--- src/hw/rtl/otpdt_pkg.sv ---
// ----------------------------------------------------------------------------
// otpdt_pkg
// Shared types and constants for the OTP digest truncation unit.
// ----------------------------------------------------------------------------
package otpdt_pkg;

	localparam int MAX_DIGEST_BYTES = 64;
	localparam int MIN_DIGEST_BYTES = 20;
	localparam int HEAD_DEPTH       = 19;
	localparam int OUTPUT_DIGITS    = 8;
	localparam int VALUE_BITS       = 32;

	localparam int POS_W    = $clog2(MAX_DIGEST_BYTES);
	localparam int LEN_W    = 7;
	localparam int CDIG_W   = 4;
	localparam int HEAD_AW  = $clog2(HEAD_DEPTH);
	localparam int BIT_W    = $clog2(VALUE_BITS);
	localparam int DIG_W    = $clog2(OUTPUT_DIGITS);
	localparam int NIB_W    = 4;
	localparam int BCD_W    = OUTPUT_DIGITS * NIB_W;
	localparam int CHAR_W   = 6;

	localparam logic [LEN_W-1:0]  LEN_RESET   = LEN_W'(64);
	localparam logic [CDIG_W-1:0] CDIG_RESET  = CDIG_W'(8);
	localparam logic [CHAR_W-1:0] ASCII_ZERO  = CHAR_W'(48);

	// register word index (paddr[2])
	localparam logic REG_DIGEST_LENGTH = 1'b0;
	localparam logic REG_CODE_DIGITS   = 1'b1;

	typedef struct packed {
		logic clr;
		logic shift;
		logic bit_in;
		logic pop;
	} otpdt_dab_ctrl_t;

endpackage

--- src/hw/rtl/otpdt_dabble.sv ---
// ----------------------------------------------------------------------------
// otpdt_dabble
// Bit-serial binary to BCD shift register; keeps the low decimal digits and
// shifts them out one digit at a time, most significant first.
// ----------------------------------------------------------------------------
module otpdt_dabble
	import otpdt_pkg::*;
(
	input  logic                  clk,
	input  otpdt_dab_ctrl_t       ctrl,
	output logic [NIB_W-1:0]      top_nib
);

	logic [BCD_W-1:0] bcd_q;
	logic [BCD_W-1:0] adj;

	always_comb begin
		for (int i = 0; i < OUTPUT_DIGITS; i++) begin
			if (bcd_q[i*NIB_W +: NIB_W] >= NIB_W'(5)) begin
				adj[i*NIB_W +: NIB_W] = bcd_q[i*NIB_W +: NIB_W] + NIB_W'(3);
			end else begin
				adj[i*NIB_W +: NIB_W] = bcd_q[i*NIB_W +: NIB_W];
			end
		end
	end

	// carry out of the top digit is dropped: value kept modulo 10^digits
	always_ff @(posedge clk) begin
		if (ctrl.clr) begin
			bcd_q <= '0;
		end else if (ctrl.shift) begin
			bcd_q <= {adj[BCD_W-2:0], ctrl.bit_in};
		end else if (ctrl.pop) begin
			bcd_q <= {bcd_q[BCD_W-NIB_W-1:0], NIB_W'(0)};
		end
	end

	assign top_nib = bcd_q[BCD_W-1 -: NIB_W];

endmodule

--- src/hw/rtl/otp_digest_truncate_to_digits_unit.sv ---
// ----------------------------------------------------------------------------
// otp_digest_truncate_to_digits_unit
// HOTP dynamic truncation of a digest into eight ASCII decimal digits.
// ----------------------------------------------------------------------------
// Input channel (in_valid/in_ready, digest_byte): one digest byte per
// transaction. Bytes 0..18 are kept in a small head memory. The byte at
// position digest_length-1 (clamped to 20..64) closes the digest: its low
// nibble selects four kept bytes, which are fed bit by bit into a BCD
// shift register. The code is then reduced modulo 10^code_digits by
// blanking the upper digits.
// Output channel (out_valid/out_ready, digit_char, last_digit): eight
// transactions, most significant digit first, last_digit on the eighth.
// The first digit is offered once the bit-serial conversion is done; then
// one digit per cycle while out_ready is high. Bytes are taken one per
// cycle; during the conversion in_ready is low, and while digits drain
// new bytes are taken unless one would close the next digest.
// A receiver stall holds the current digit. Reset clears the position
// counter and state and loads digest_length=64, code_digits=8; the head
// memory is not cleared.
// APB: word 0 digest_length, word 1 code_digits; pready tied high.
// ----------------------------------------------------------------------------
module otp_digest_truncate_to_digits_unit
	import otpdt_pkg::*;
(
	input  logic              clk,
	input  logic              arst_n,
	input  logic              psel,
	input  logic              penable,
	input  logic              pwrite,
	input  logic [2:0]        paddr,
	input  logic [31:0]       pwdata,
	output logic [31:0]       prdata,
	output logic              pready,
	input  logic              in_valid,
	output logic              in_ready,
	input  logic [7:0]        digest_byte,
	output logic              out_valid,
	input  logic              out_ready,
	output logic [CHAR_W-1:0] digit_char,
	output logic              last_digit
);

	typedef enum logic [2:0] {
		S_IDLE = 3'b001,
		S_CONV = 3'b010,
		S_EMIT = 3'b100
	} state_t;

	state_t              state_q;
	logic [LEN_W-1:0]    dlen_q;
	logic [CDIG_W-1:0]   cdig_q;
	logic [POS_W-1:0]    pos_q;
	logic [3:0]          off_q;
	logic [BIT_W-1:0]    bit_q;
	logic [DIG_W-1:0]    dig_q;
	logic [7:0]          sh_q;
	logic [7:0]          rdata_q;
	logic [7:0]          head_mem [HEAD_DEPTH];

	logic [LEN_W-1:0]    len_eff;
	logic                is_last;
	logic                in_fire;
	logic                out_fire;
	logic                cfg_wr;
	logic [BIT_W-1:0]    bit_nxt;
	logic [HEAD_AW-1:0]  rd_addr;
	logic                bit_in;
	logic [CDIG_W-1:0]   keep_digits;
	logic [NIB_W-1:0]    top_nib;
	logic [NIB_W-1:0]    shown_nib;
	otpdt_dab_ctrl_t     dab_ctrl;

	// configuration
	assign pready = 1'b1;
	assign cfg_wr = psel && penable && pwrite;

	always_ff @(posedge clk or negedge arst_n) begin
		if (!arst_n) begin
			dlen_q <= LEN_RESET;
			cdig_q <= CDIG_RESET;
		end else if (cfg_wr) begin
			unique case (paddr[2])
				REG_DIGEST_LENGTH: dlen_q <= pwdata[LEN_W-1:0];
				REG_CODE_DIGITS:   cdig_q <= pwdata[CDIG_W-1:0];
				default:           ;
			endcase
		end
	end

	always_comb begin
		unique case (paddr[2])
			REG_DIGEST_LENGTH: prdata = {{(32-LEN_W){1'b0}}, dlen_q};
			REG_CODE_DIGITS:   prdata = {{(32-CDIG_W){1'b0}}, cdig_q};
			default:           prdata = '0;
		endcase
	end

	// position tracking
	always_comb begin
		if (dlen_q < LEN_W'(MIN_DIGEST_BYTES)) begin
			len_eff = LEN_W'(MIN_DIGEST_BYTES);
		end else if (dlen_q > LEN_W'(MAX_DIGEST_BYTES)) begin
			len_eff = LEN_W'(MAX_DIGEST_BYTES);
		end else begin
			len_eff = dlen_q;
		end
	end

	assign is_last  = (LEN_W'(pos_q) + LEN_W'(1)) >= len_eff;
	assign in_ready = (state_q == S_IDLE) || ((state_q == S_EMIT) && !is_last);
	assign in_fire  = in_valid && in_ready;
	assign out_valid = (state_q == S_EMIT);
	assign out_fire  = out_valid && out_ready;

	// head memory
	always_ff @(posedge clk) begin
		if (in_fire && (pos_q < POS_W'(HEAD_DEPTH))) begin
			head_mem[pos_q[HEAD_AW-1:0]] <= digest_byte;
		end
	end

	assign bit_nxt = bit_q + BIT_W'(1);
	assign rd_addr = (state_q == S_CONV) ?
		(HEAD_AW'(off_q) + HEAD_AW'(bit_nxt[BIT_W-1:3])) : HEAD_AW'(digest_byte[3:0]);

	always_ff @(posedge clk) begin
		rdata_q <= head_mem[rd_addr];
	end

	// serial bit source: top bit of the first byte forced to zero
	always_comb begin
		if (bit_q == '0) begin
			bit_in = 1'b0;
		end else if (bit_q[2:0] == 3'd0) begin
			bit_in = rdata_q[7];
		end else begin
			bit_in = sh_q[7];
		end
	end

	always_ff @(posedge clk) begin
		if (state_q == S_CONV) begin
			if (bit_q[2:0] == 3'd0) begin
				sh_q <= {rdata_q[6:0], 1'b0};
			end else begin
				sh_q <= {sh_q[6:0], 1'b0};
			end
		end
	end

	// sequencer
	always_ff @(posedge clk or negedge arst_n) begin
		if (!arst_n) begin
			state_q <= S_IDLE;
			pos_q   <= '0;
			off_q   <= '0;
			bit_q   <= '0;
			dig_q   <= '0;
		end else begin
			if (in_fire) begin
				if (is_last) begin
					pos_q <= '0;
					off_q <= digest_byte[3:0];
				end else begin
					pos_q <= pos_q + POS_W'(1);
				end
			end
			unique case (state_q)
				S_IDLE: begin
					if (in_fire && is_last) begin
						bit_q   <= '0;
						state_q <= S_CONV;
					end
				end
				S_CONV: begin
					bit_q <= bit_nxt;
					if (bit_q == BIT_W'(VALUE_BITS-1)) begin
						dig_q   <= DIG_W'(OUTPUT_DIGITS-1);
						state_q <= S_EMIT;
					end
				end
				S_EMIT: begin
					if (out_fire) begin
						dig_q <= dig_q - DIG_W'(1);
						if (dig_q == '0) begin
							state_q <= S_IDLE;
						end
					end
				end
				default: state_q <= S_IDLE;
			endcase
		end
	end

	always_comb begin
		dab_ctrl.clr    = (state_q == S_IDLE) && in_fire && is_last;
		dab_ctrl.shift  = (state_q == S_CONV);
		dab_ctrl.bit_in = bit_in;
		dab_ctrl.pop    = out_fire;
	end

	otpdt_dabble u_dabble (
		.clk     (clk),
		.ctrl    (dab_ctrl),
		.top_nib (top_nib)
	);

	// digits at or above code_digits are zero after the modulo
	assign keep_digits = (cdig_q > CDIG_W'(OUTPUT_DIGITS)) ? CDIG_W'(OUTPUT_DIGITS) : cdig_q;
	assign shown_nib   = (CDIG_W'(dig_q) < keep_digits) ? top_nib : NIB_W'(0);
	assign digit_char  = ASCII_ZERO + CHAR_W'(shown_nib);
	assign last_digit  = (dig_q == '0);

endmodule

--- config.mk ---
export PLATFORM = sky130hd
export DESIGN_NAME = otp_digest_truncate_to_digits_unit
export DESIGN_NICKNAME = d
export VERILOG_FILES = /design/src/hw/rtl/otpdt_pkg.sv /design/src/hw/rtl/otpdt_dabble.sv /design/src/hw/rtl/otp_digest_truncate_to_digits_unit.sv
export SDC_FILE = /design/constraint.sdc
export NUM_CORES = 1
export LEC_CHECK = 0
export BUFFER_PORTS_ARGS = -buffer_cell sky130_fd_sc_hd__buf_4
export CAP_MARGIN = 20
export CORE_MARGIN = 2
export CORE_UTILIZATION = 40
export DETAILED_ROUTE_END_ITERATION = 16
export PLACE_DENSITY = 0.62
export SLEW_MARGIN = 20
export SYNTH_ARGS = -nofsm -noshare
export SYNTH_HDL_FRONTEND = slang
export SYNTH_SLANG_ARGS = --single-unit
--- constraint.sdc ---
create_clock -name clk -period 3.58 [get_ports clk]
set_input_delay 0.716 -clock clk [delete_from_list [all_inputs] [get_ports clk]]
set_output_delay 0.716 -clock clk [all_outputs]
set_load 0.03 [all_outputs]
# [Yosys cells after proc, flatten, opt, wreduce, memory -nomap -nowiden]
# Memory sizes are Yosys's and may differ from the RTL's. A register that Yosys moved wholly into a read port is not among the register bits.
# Cells that the tools add are included.
[op_classes] reduce_logical=23 magnitude_cmp=14 n_div=0 addsub=14 n_bitwise=1 n_shift=0 multipliers=0 n_mux=32 n_eq_ne=8
[op_table] op="32-bit two-way mux" n=2
[op_table] op="32-bit one-hot mux with 2 select lines" n=1
[op_table] op="4-bit two-way mux" n=9
[op_table] op="4-bit by 3-bit >= comparator with 1-bit output, second input constant" n=8
[op_table] op="4-bit by 2-bit adder with 4-bit output, second input constant" n=7
[op_table] op="3-bit two-way mux" n=7
[op_table] op="7-bit two-way mux" n=2
[op_table] op="5-bit two-way mux" n=2
[op_table] op="5-bit one-hot mux with 2 select lines" n=1
[op_table] op="1-bit logical AND" n=9
[op_table] op="3-bit one-hot mux with 3 select lines" n=1
[op_table] op="8-bit two-way mux" n=1
[op_table] op="2-bit by 1-bit != test with 1-bit output, second input constant" n=4
[op_table] op="2-bit AND reduction" n=4
[op_table] op="6-bit by 1-bit adder with 7-bit output, second input constant" n=1
[op_table] op="7-bit >= comparator" n=1
[op_table] op="7-bit greater-than comparator, second input constant" n=1
[op_table] op="7-bit by 5-bit less-than comparator with 1-bit output, second input constant" n=1
[op_table] op="5-bit by 5-bit adder with 6-bit output, first input constant" n=1
[op_table] op="6-bit by 1-bit adder with 6-bit output, second input constant" n=1
[op_table] op="3-bit zero test" n=2
[op_table] op="6-bit by 5-bit less-than comparator with 1-bit output, second input constant" n=1
[op_table] op="6-bit two-way mux" n=1
[op_table] op="3-bit one-hot mux with 2 select lines" n=1
[op_table] op="18 further kinds" n=23
[word_totals] mem_bits_rw=152 register_bits=72 inputBits=50 mem_count=1 romBits=0 latchBits=0 word_cells=102
[mem_list] name="head_mem" words=19 width=8 rd=1 rd_ports_with_merged_regs=1 wr=1 line="otp_digest_truncate_to_digits_unit.sv:58" rtl="logic [7:0] head_mem [HEAD_DEPTH];"

# [Longest topological paths before layout]
# Gate-level depths: netlist (run 1).
[logic_depth] depth_word=11 depth_mapped=12 mapped_depth_nobuf=11

# [By module]
# A second synthesis (run 1) with hierarchy kept.
[hier_totals] hier_cells=940 area_unflattened_um2=11393.4
[by_module_without_submodules] module="otp_digest_truncate_to_digits_unit" area_each_um2=9143.8 cells_each=694 seq_area_each_um2=5739.3 instances=1
[by_module_without_submodules] module="otpdt_dabble" area_each_um2=2249.7 cells_each=246 seq_area_each_um2=640.6 instances=1

# [Worst setup path before layout (run 1)]
# OpenSTA, ideal clock, no wires.
[synth_path] path_kind="register to register" start="reg pos_q[0]" end="mem head_mem[8][0] (enable)" path_slack_ns=-0.018 path_stages_with_launch=11 path_buffers=1 arrival_ns=3.200 synth_period_minus_slack_ns=3.598 cell_sequence="dfrtp_1 > ha_1 > nand3_1 > xnor2_1 > ha_1 > a21o_1 > a21oi_1 > o211ai_1 > and2_1 > clkbuf_1 > nor4b_1"
[synth_between] elab_chain_cells=9
[synth_lines] element="start, declared" line="otp_digest_truncate_to_digits_unit.sv:52" rtl="logic [POS_W-1:0] pos_q;"
[synth_lines] element="start signal, assigned" line="otp_digest_truncate_to_digits_unit.sv:165" rtl="pos_q <= pos_q + POS_W'(1);"
[synth_lines] element="6-bit by 1-bit adder with 7-bit output" line="otp_digest_truncate_to_digits_unit.sv:109" rtl="assign is_last = (LEN_W'(pos_q) + LEN_W'(1)) >= len_eff;"
[synth_lines] element="7-bit >= comparator" line="otp_digest_truncate_to_digits_unit.sv:109"
[synth_lines] element="1-bit zero test" line="otp_digest_truncate_to_digits_unit.sv:110" rtl="assign in_ready = (state_q == S_IDLE) || ((state_q == S_EMIT) && !is_last);"
[synth_lines] element="1-bit logical AND" line="otp_digest_truncate_to_digits_unit.sv:110"
[synth_lines] element="1-bit logical OR" line="otp_digest_truncate_to_digits_unit.sv:110"
[synth_lines] element="1-bit logical AND" line="otp_digest_truncate_to_digits_unit.sv:111" rtl="assign in_fire = in_valid && in_ready;"
[synth_lines] element="1-bit logical AND" line="otp_digest_truncate_to_digits_unit.sv:117" rtl="if (in_fire && (pos_q < POS_W'(HEAD_DEPTH))) begin"
[synth_lines] element="1-bit two-way mux" line="otp_digest_truncate_to_digits_unit.sv:117"
[synth_lines] element="1-bit two-way mux (implied by the code)" line="otp_digest_truncate_to_digits_unit.sv:118" rtl="head_mem[pos_q[HEAD_AW-1:0]] <= digest_byte;"
[synth_lines] element="end, declared" line="otp_digest_truncate_to_digits_unit.sv:58"
# Several ways; a longest one is shown, not always the timed one.

# [Worst setup path after layout (run 1)]
[layout_path] start="reg dlen_q[2]" end="out in_ready"
[layout_between] elab_chain_cells=7
[layout_lines] element="start, declared" line="otp_digest_truncate_to_digits_unit.sv:50" rtl="logic [LEN_W-1:0] dlen_q;"
[layout_lines] element="start signal, assigned" line="otp_digest_truncate_to_digits_unit.sv:83" rtl="REG_DIGEST_LENGTH: dlen_q <= pwdata[LEN_W-1:0];"
[layout_lines] element="7-bit greater-than comparator" line="otp_digest_truncate_to_digits_unit.sv:102" rtl="end else if (dlen_q > LEN_W'(MAX_DIGEST_BYTES)) begin"
[layout_lines] element="7-bit two-way mux" line="otp_digest_truncate_to_digits_unit.sv:102"
[layout_lines] element="7-bit two-way mux (*)" line="otp_digest_truncate_to_digits_unit.sv:100" rtl="if (dlen_q < LEN_W'(MIN_DIGEST_BYTES)) begin"
[layout_lines] element="7-bit >= comparator (*)" line="otp_digest_truncate_to_digits_unit.sv:109"
[layout_lines] element="1-bit zero test (*)" line="otp_digest_truncate_to_digits_unit.sv:110"
[layout_lines] element="1-bit logical AND (*)" line="otp_digest_truncate_to_digits_unit.sv:110"
[layout_lines] element="1-bit logical OR (*)" line="otp_digest_truncate_to_digits_unit.sv:110"
[layout_lines] element="end, declared" line="otp_digest_truncate_to_digits_unit.sv:35" rtl="output logic in_ready,"
# Every way passes the cells marked *; elsewhere a longest branch is shown, timed or not.

==> flow_summary.ini, run 1 <==
[cts]
clock_sinks = 231
htree_levels = 1
cts-root-buf = clkbuf_16
insertion_delay_ns = 0.54
cts_tree = built
hold_buffers = 0
clockBufferDepth = 3
clk_pin_slew_ns = 0.06
numCtsBuffers = 24

[placement]
placed_cell_area_sq_um = 11820
globalplace.congestion = 0.7764
port_buffers = 36
post-dp-hpwl_mm = 15.64
post-place-cells = 1329

[layout]
layout.nets = 1103
fin_area_sq_um = 12610
fillers = 2456
num_antenna_cells = 0
drive_above_1_share_pct = 16.17
fin_cells = 1374
syn2layout_area_growth_pct = 14.16
fin_util_pct = 46.65

[global_route]
antenna_found_initial = 0
grt_max_degree = 61
grt_util_all_layers_pct = 17.23
overflow = 0
first_global_vias = 7113
grt_pass1_wl_mm = 39.25

[setup_path]
crit_fanout = 3
cpPeakStageDelay_ns = 0.41
required_ns = 2.86
endpoint_kind = output pin
cp_cell_sequence = o21ai_2 > a21oi_2 > and2_1 > ha_1 > nand2b_1 > a21o_1 > a21oi_2 > o211ai_1 > a21o_1 > a21oi_2 > buf_6
start_kind = flop
setup.worst_path.class = flop to output pin
crit_top_cell = a21oi_2
critical_path_arrival_ns = 2.73
cp_slowest_cell = dfrtp_1

[sta]
hold_viol = 0
finalSetupViolCount = 0
worst_slew_pin_slew_ns = 0.8899
slew_headroom_pct = 40.53
fmax_mhz = 290.2
report.final.slew_viol_count = 0
fin_worst_skew_ns = 0.01793
finalCriticalPeriod_ns = 3.446
fin_crit_sh_pct = 96.25

[synth]
synth_top_cell_by_area = edfxtp_1
synth_top_area_share_pct = 43.23
ys_async_sr_fraction_pct = 13.85
yosysUniqueCellTypes = 61
ys_top_cells_by_area = edfxtp_1, dfxtp_1, dfrtp_1
yosysWarnings = 0
synth_edf_count = 159
yosysSeqAreaShare_pct = 57.77
ys_ff_latch = 231
syn_area_per_cell_sq_um = 11.53
ys.flop_type = edfxtp_1
netlist_area_sq_um = 11040
syn_inst = 958

[pwr]
p_switching_uw = 2739
power.total_uw = 8325
comb_power_share_pct = 28.8
swShare_pct = 32.91
power_density_nw_per_um2 = 660.3
leakagePower_uw = 0.004747
seq_power_share_pct = 43.2
p_clk_share_pct = 28.0
p_int_uw = 5585
ir_drop_mv = 0.4291

[hold_path]
hold_class = input pin to async pin

[detailed_routing]
routedWlPerCell_microns = 17.82
drcViolationCount = 0
drtIter0Drc = 604
firstDrtPassIters = 5
vias = 7328
drtAntennaViolNets = 0
avgViaCountPerCell = 5.333
drt_wl_total_mm = 24.49

[die]
die_x_microns = 170.2
io_pins = 92
die_h_microns = 170.2
start_util_pct = 40.87
core_region_area_sq_um = 27030
fp.dieArea_sq_um = 28960
row_count = 60

[job]
cap_viol_max_count = 0

[status]
run_status = completed
-- timing repair --
action	4_1_cts	5_1_grt
gates cloned	0	0
setup endpoints to repair	1	25
pin swaps	0	4
gates resized for setup	2	10
buffers inserted	0	2
-- cell families after synthesis --
group / synth area share [%]
and+or+nand+nor: 12.96
other: 0.06800
adders and majority gates: 4.260
AOI/OAI and AO/OA: 10.48
buffers and inverters: 5.449
muxes: 7.828
xor gates and xnor gates: 1.190
DFF: 57.77
-- cells in the final DEF (no fill, tap or decap), drive strengths merged, types with 14 or more instances in the layout --
master,synthesis,final
mux2,27,27
nand3,50,50
conb,2,28
a311oi,15,15
dfrtp,29,29
a211oi,14,14
a21oi,41,41
o21ai,23,23
dfxtp,40,40
mux2i,56,56
clkbuf,29,33
ha,36,36
nor2,43,43
nand2,142,142
nor3,14,14
edfxtp,159,159
inv,35,35
buf,47,82
-- final cells by class --
class | instances | area, sq um | area share (%)
Inverter | 36 | 147.6 | 1.171
Timing Repair Buffer | 82 | 656.9 | 5.210
Tap cell | 341 | 426.7 | 3.384
Clock inverter | 10 | 81.33 | 0.6450
Sequential cell | 231 | 6381 | 50.61
Clock buffer | 33 | 634.4 | 5.031
Multi-Input combinational cell | 641 | 4280 | 33.95
-- synth_stat cells (5+ instances only) --
library cell and n:
a2111oi_1 6, a211oi_1 14, a21boi_0 7, a21o_1 6, a21oi_1 41, a22o_1 5, a311oi_1 15, a31oi_1 10
a32oi_1 7, and2_1 7, buf_2 9, buf_4 31, clkbuf_1 29, dfrtp_1 29, dfxtp_1 40, edfxtp_1 159
ha_1 36, inv_1 35, mux2_2 27, mux2i_1 56, nand2_1 142, nand2b_1 13, nand3_1 50, nor2_1 43
nor2b_1 8, nor3_1 14, nor4_1 8, nor4b_1 5, o211ai_1 7, o21ai_0 23, o31ai_1 12, xnor2_1 13
-- registers in the layout (all words and copies together) (netlist names) --
register,cells
off_q,4
head_mem,152
u_dabble.bcd_q,32
dig_q,3
sh_q,7
dlen_q,7
rdata_q,8
cdig_q,4
bit_q,5
pos_q,6
state_q,3
-- per-stage QoR --
stage,TNS [ns],setup slack (ns),hold slack (ns)
6_report,0,0.1341,0.1240
5_1_grt,-0.008731,-0.008731,0.1555
4_1_cts,0,0.007992,0.1304
3_5_place_dp,0,0.2364,0.4727
3_3_place_gp,0,0.2557,0.4738
2_1_floorplan,-0.5785,-0.01813,0.4204
-- power by group through the flow --
stage	Clock, uW	Sequential (uW)	Combinational [uW]
2_1_floorplan	0	3540	1660
5_1_grt	2490	3650	2680
4_1_cts	2390	3590	2350
3_3_place_gp	0	3630	2280
3_5_place_dp	0	3640	2330
6_report	2330	3600	2400
-- worst max-delay path: cells and delay by family (launching register included) --
family,cells,cell delay (ns)
compound gates,7,1.07
flops,1,0.41
simple gates,2,0.30
fa+ha+maj,1,0.27
buf+inv,1,0.15
-- final timing paths --
path                       startpoint    endpoint  slack (ns)  depth (start not counted)
max                         dlen_q[2]    in_ready        0.13                         11
min                            arst_n    dig_q[2]        0.12                          1
max reg2reg                  bit_q[1]  rdata_q[6]        0.23                         12
min reg2reg                state_q[2]  state_q[1]        0.49                          1
max in group asynchronous      arst_n  state_q[0]        3.11                          1
min in group clk            pwdata[5]   dlen_q[5]        0.41                          2
-- layer usage --
layer,up-vias,share of wire [%],GRT usage [%]
met3,26,5.2,2.558
met1,3543,46,24.31
met4,0,1.5,3.939
met2,194,47,28.14
met5,-,0,0
li1,3565,-,-
Power figures use the tool's default switching activity.
==> run 2: changes to the inputs <==
CORE_UTILIZATION = 50   (was 40)
CTS_CLUSTER_SIZE = 40   (was default)
PLACE_DENSITY = 0.74   (was 0.62)
==> run 2 against run 1 <==
Worst hold slack improved by 0.0011 ns. Global-route usage increased by 2.5 points. Register-to-register slack worse by 0.04 ns. Critical path depth decreased by 1. First-iteration DRC count is 6.0% lower. Clock skew is 0.0082 ns higher. Non-clock buffer count rose by 2. Fmax is 2.9% lower.
==> flow_summary.ini, run 2 (synthesis results as in run 1) <==
[sta]
fin_crit_sh_pct = 99.15
fin_ws_ns = 0.03051
finalSetupViolCount = 0
report.final.slew_viol_count = 0
hold_viol = 0
finalCriticalPeriod_ns = 3.549
fin_worst_skew_ns = 0.02616
worst_slew_pin_slew_ns = 1.020
hold_slack_ns = 0.1251
fmax_mhz = 281.7
slew_headroom_pct = 31.80
setup-tns-final_ns = 0
rsz0062_at_grt = true

[setup_path]
worstReg2RegStart = bit_q[0]
r2r_slack_ns = 0.19
setup.worst_path.class = flop to output pin
start_kind = flop
endpoint_kind = output pin
critical_path_arrival_ns = 2.83
reg2reg_depth = 12
required_ns = 2.86
r2r-end = rdata_q[5]
crit_fanout = 4

[placement]
globalplace.congestion = 0.8055
placed_cell_area_sq_um = 11730
port_buffers = 36
post-dp-hpwl_mm = 15.09
dp_slack_ns = 0.1704

[layout]
fin_area_sq_um = 12550
layout.nets = 1105
final_cell_mix = edfxtp_1, nand2_1, buf_4, mux2i_1, nand3_1
syn2layout_area_growth_pct = 13.61
drive_above_1_share_pct = 16.41
num_antenna_cells = 0
largest_register_ffs = 152
fillers = 1754
final_common_cell = edfxtp_1

[cts]
cts_tree = built
htree_levels = 1
clock_sinks = 231
insertion_delay_ns = 0.53
clockBufferDepth = 3
clk_pin_slew_ns = 0.06
numCtsBuffers = 24
cts-root-buf = clkbuf_16

[detailed_routing]
vias = 7417
drt_wl_total_mm = 22.96
avgViaCountPerCell = 5.636
drcViolationCount = 0
drtIter0Drc = 568
drtAntennaViolNets = 0
firstDrtPassIters = 5
routedWlPerCell_microns = 17.45

[global_route]
antenna_found_initial = 0
grt_max_degree = 61
grt_pass1_wl_mm = 37.73
first_global_vias = 7313
overflow = 0
grt_util_all_layers_pct = 19.76

[pwr]
leakagePower_uw = 0.004763
power_density_nw_per_um2 = 657.7
ir_drop_mv = 0.5279

[die]
start_util_pct = 50.76
die_h_microns = 152.6
row_count = 54
io_pins = 92
core_region_area_sq_um = 21760
die_x_microns = 152.6
fp.dieArea_sq_um = 23290

[status]
run_status = completed

[job]
cap_viol_max_count = 0

[hold_path]
hold_class = input pin to async pin
[run 2: changes by cell type in the layout (fill, tap and decap cells not counted), moves of 2 or more]
cell | previous run | this run
a21oi_1 | 37 | 39
a21oi_2 | 4 | 2
buf_4 | 78 | 81
clkbuf_1 | 9 | 5
clkinvlp_4 | 0 | 2
nor4_1 | 6 | 8
nor4_2 | 2 | 0
[run 2: timing repair]
action	CTS	global route
buffers inserted	0	5
hold buffers	0	0
endpoints found under the setup margin	1	3
gates resized for setup	2	7
gates cloned	0	0
pin swaps	0	5
[run 2: final cells by class]
cell class / count / area (sq um) / share of cell area, %
flip-flops and latches: 231 / 6382 / 50.87
multi-input cells: 641 / 4244 / 33.83
inverters: 36 / 147.6 / 1.177
clock inverters: 14 / 121.4 / 0.9673
well taps: 280 / 350.3 / 2.792
clock buffers: 30 / 633.1 / 5.046
repair buffers: 84 / 668.1 / 5.325
[run 2: metal layers]
metal	wire length, microns	up-vias	global-route usage (%)
met5	0	-	0
met4	682	0	6.702
met3	1273	44	1.934
met2	10770	237	32.31
met1	10230	3565	27.89
li1	-	3571	-
[run 2: worst max-delay path, cell delays in order (launching register included)]
cell and delay [ns]:
dfrtp_1 0.44, ha_2 0.24, nand3_2 0.10, xnor2_2 0.21
ha_1 0.28, a21o_1 0.17, a21oi_2 0.21, o211ai_1 0.15
a21o_1 0.18, a21oi_1 0.14, buf_4 0.18
[run 2: worst max-delay path by stage]
| stage | from | end | slack, ns | depth (start not counted) |
|---|---|---|---|---|
| finish | pos_q[0] | in_ready | 0.03 | 10 |
| global route | pos_q[0] | in_ready | -0.08 | 10 |
| CTS | pos_q[0] | in_ready | 0.01 | 10 |
| detailed placement | bit_q[0] | rdata_q[2] | 0.17 | 11 |
| global placement | bit_q[0] | rdata_q[5] | 0.25 | 12 |
| floorplan | pos_q[0] | head_mem[8][0] | -0.02 | 10 |
[run 2: power breakdown]
group	internal [uW]	total (uW)	leakage, uW	switching (uW)
Combinational	968	2330	0.00225	1360
Clock	1340	2330	0.000365	990
Sequential	3270	3600	0.00215	327
Total	5580	8250	0.00476	2670
[run 2: stage by stage]
step | util [%] | std cells | total power (uW)
after global routing | 57.67 | 1316 | 8722
after CTS | 57.38 | 1311 | 8252
after global placement | 53.89 | 1267 | 5820
final | 57.67 | 1316 | 8252
after detailed placement | 53.89 | 1267 | 5902
after floorplan | - | 984 | 5201
==> run 3: changes to the inputs <==
SETUP_SLACK_MARGIN = 0.05   (was default)
==> run 3 against run 2 <==
Via count barely moved. Global-route usage about the same. Total power up 0.11%. Critical endpoint unchanged. Final cell count stayed put. Critical path depth did not move. Final area hardly changed. Largest cell class unchanged. Clock power is essentially flat. Wire length increased by 0.11%. Worst setup slack better by 0.035 ns. Worst hold slack better by 0.00072 ns. Largest power group unchanged. First-iteration DRC count is 14% higher. Die area is the same.
==> flow_summary.ini, run 3 (synthesis results as in run 1) <==
[setup_path]
cp_cell_sequence = ha_2 > nand3_2 > xnor2_2 > ha_1 > a21o_1 > a21oi_2 > o211ai_1 > a21o_1 > a21oi_1 > buf_4
setup.worst_path.class = flop to output pin
cp_top_family = compound AO/OA/AOI/OAI gates
critical_path_arrival_ns = 2.80
worstReg2RegStart = bit_q[0]
start_kind = flop
reg2reg_depth = 12
crit_buf_inv = 1
crit_top_cell = a21o_1
cpPeakStageDelay_ns = 0.42
cp.depth = 10
r2r_slack_ns = 0.24
r2r-end = rdata_q[5]
required_ns = 2.86
crit_fanout = 3
endpoint_kind = output pin
cp_slowest_cell = dfrtp_1

[sta]
fin_worst_skew_ns = 0.02660
finalSetupViolCount = 0
rsz0062_at_grt = true
fin_ws_ns = 0.06592
hold_slack_ns = 0.1258
finalCriticalPeriod_ns = 3.514
worst_slew_pin_slew_ns = 1.015
hold_viol = 0
fmax_mhz = 284.6
report.final.slew_viol_count = 0
slew_headroom_pct = 32.12
fin_crit_sh_pct = 98.16
setup-tns-final_ns = 0

[pwr]
swShare_pct = 32.45
p_clk_share_pct = 28.3
leakagePower_uw = 0.004765
comb_power_share_pct = 28.2
p_switching_uw = 2681
ir_drop_mv = 0.5099
seq_power_share_pct = 43.5
power_density_nw_per_um2 = 658.1
p_int_uw = 5580

[detailed_routing]
drt_wl_total_mm = 22.99
wl_met3_mm = 1.142
drtAntennaViolNets = 0
avgViaCountPerCell = 5.634
firstDrtPassIters = 5
met1_length_mm = 10.28
drcViolationCount = 0
top_layer = met4
vias = 7415
met2_length_mm = 10.88
drtIter0Drc = 648
routedWlPerCell_microns = 17.47

[cts]
numCtsBuffers = 24
clk_pin_slew_ns = 0.06
cts-root-buf = clkbuf_16
htree_levels = 1
insertion_delay_ns = 0.53
hold_buffers = 0
clockBufferDepth = 3
cts_tree = built
clock_sinks = 231

[status]
run_status = completed

[layout]
final_cell_mix = edfxtp_1, nand2_1, buf_4, mux2i_1, nand3_1
layout.nets = 1105
largest_register_ffs = 152
fillers = 1757
drive_above_1_share_pct = 16.51
final_common_cell = edfxtp_1
num_antenna_cells = 0
syn2layout_area_growth_pct = 13.65
fin_area_sq_um = 12550

[placement]
port_buffers = 36
placed_cell_area_sq_um = 11730
post-dp-hpwl_mm = 15.09
dp_slack_ns = 0.1704
globalplace.congestion = 0.8055

[die]
die_h_microns = 152.6
die_x_microns = 152.6
row_count = 54
start_util_pct = 50.76
fp.dieArea_sq_um = 23290
io_pins = 92
core_region_area_sq_um = 21760

[job]
cap_viol_max_count = 0

[global_route]
grt_util_all_layers_pct = 19.79
grt_max_degree = 61
first_global_vias = 7327
overflow = 0
antenna_found_initial = 0
grt_pass1_wl_mm = 37.77

[hold_path]
hold_class = input pin to async pin
[run 3: cell counts in the layout (fill, tap and decap cells not counted)]
Identical to the previous run, type by type.
[run 3: final cells by class]
type	count	area, sq um	share of cell area, %
clock buffers	30	633.1	5.044
well taps	280	350.3	2.791
inverters	36	147.6	1.176
clock inverters	14	121.4	0.9669
flip-flops and latches	231	6382	50.85
repair buffers	84	668.1	5.323
multi-input cells	641	4249	33.85
[run 3: per-layer routing]
layer / vias to the layer above / GRT usage, %
met5: - / 0
li1: 3577 / -
met2: 204 / 32.37
met4: 0 / 6.834
met3: 44 / 1.934
met1: 3590 / 27.87
[run 3: worst max-delay path by stage]
| stage | startpoint | to |
|---|---|---|
| after detailed placement | bit_q[0] | rdata_q[2] |
| after global placement | bit_q[0] | rdata_q[5] |
| final | pos_q[0] | in_ready |
| after global routing | pos_q[0] | in_ready |
| after CTS | pos_q[1] | in_ready |
| after floorplan | pos_q[0] | head_mem[8][0] |
[run 3: metrics by stage]
step / std cells / total power, uW / utilization (%)
2_1_floorplan: 984 / 5201 / -
3_3_place_gp: 1267 / 5820 / 53.89
3_5_place_dp: 1267 / 5902 / 53.89
4_1_cts: 1312 / 8276 / 57.47
5_1_grt: 1316 / 8725 / 57.69
6_report: 1316 / 8261 / 57.69
[run 3: repair_timing]
item / 4_1_cts / 5_1_grt
gates resized for setup: 4 / 6
buffers inserted: 1 / 4
pin swaps: 1 / 4
endpoints found under the setup margin: 1 / 3
[run 3: power groups by stage]
stage,clock network [uW],registers [uW],logic [uW]
2_1_floorplan,0,3540,1660
3_3_place_gp,0,3630,2190
3_5_place_dp,0,3640,2260
4_1_cts,2380,3590,2310
5_1_grt,2480,3650,2600
6_report,2340,3600,2330
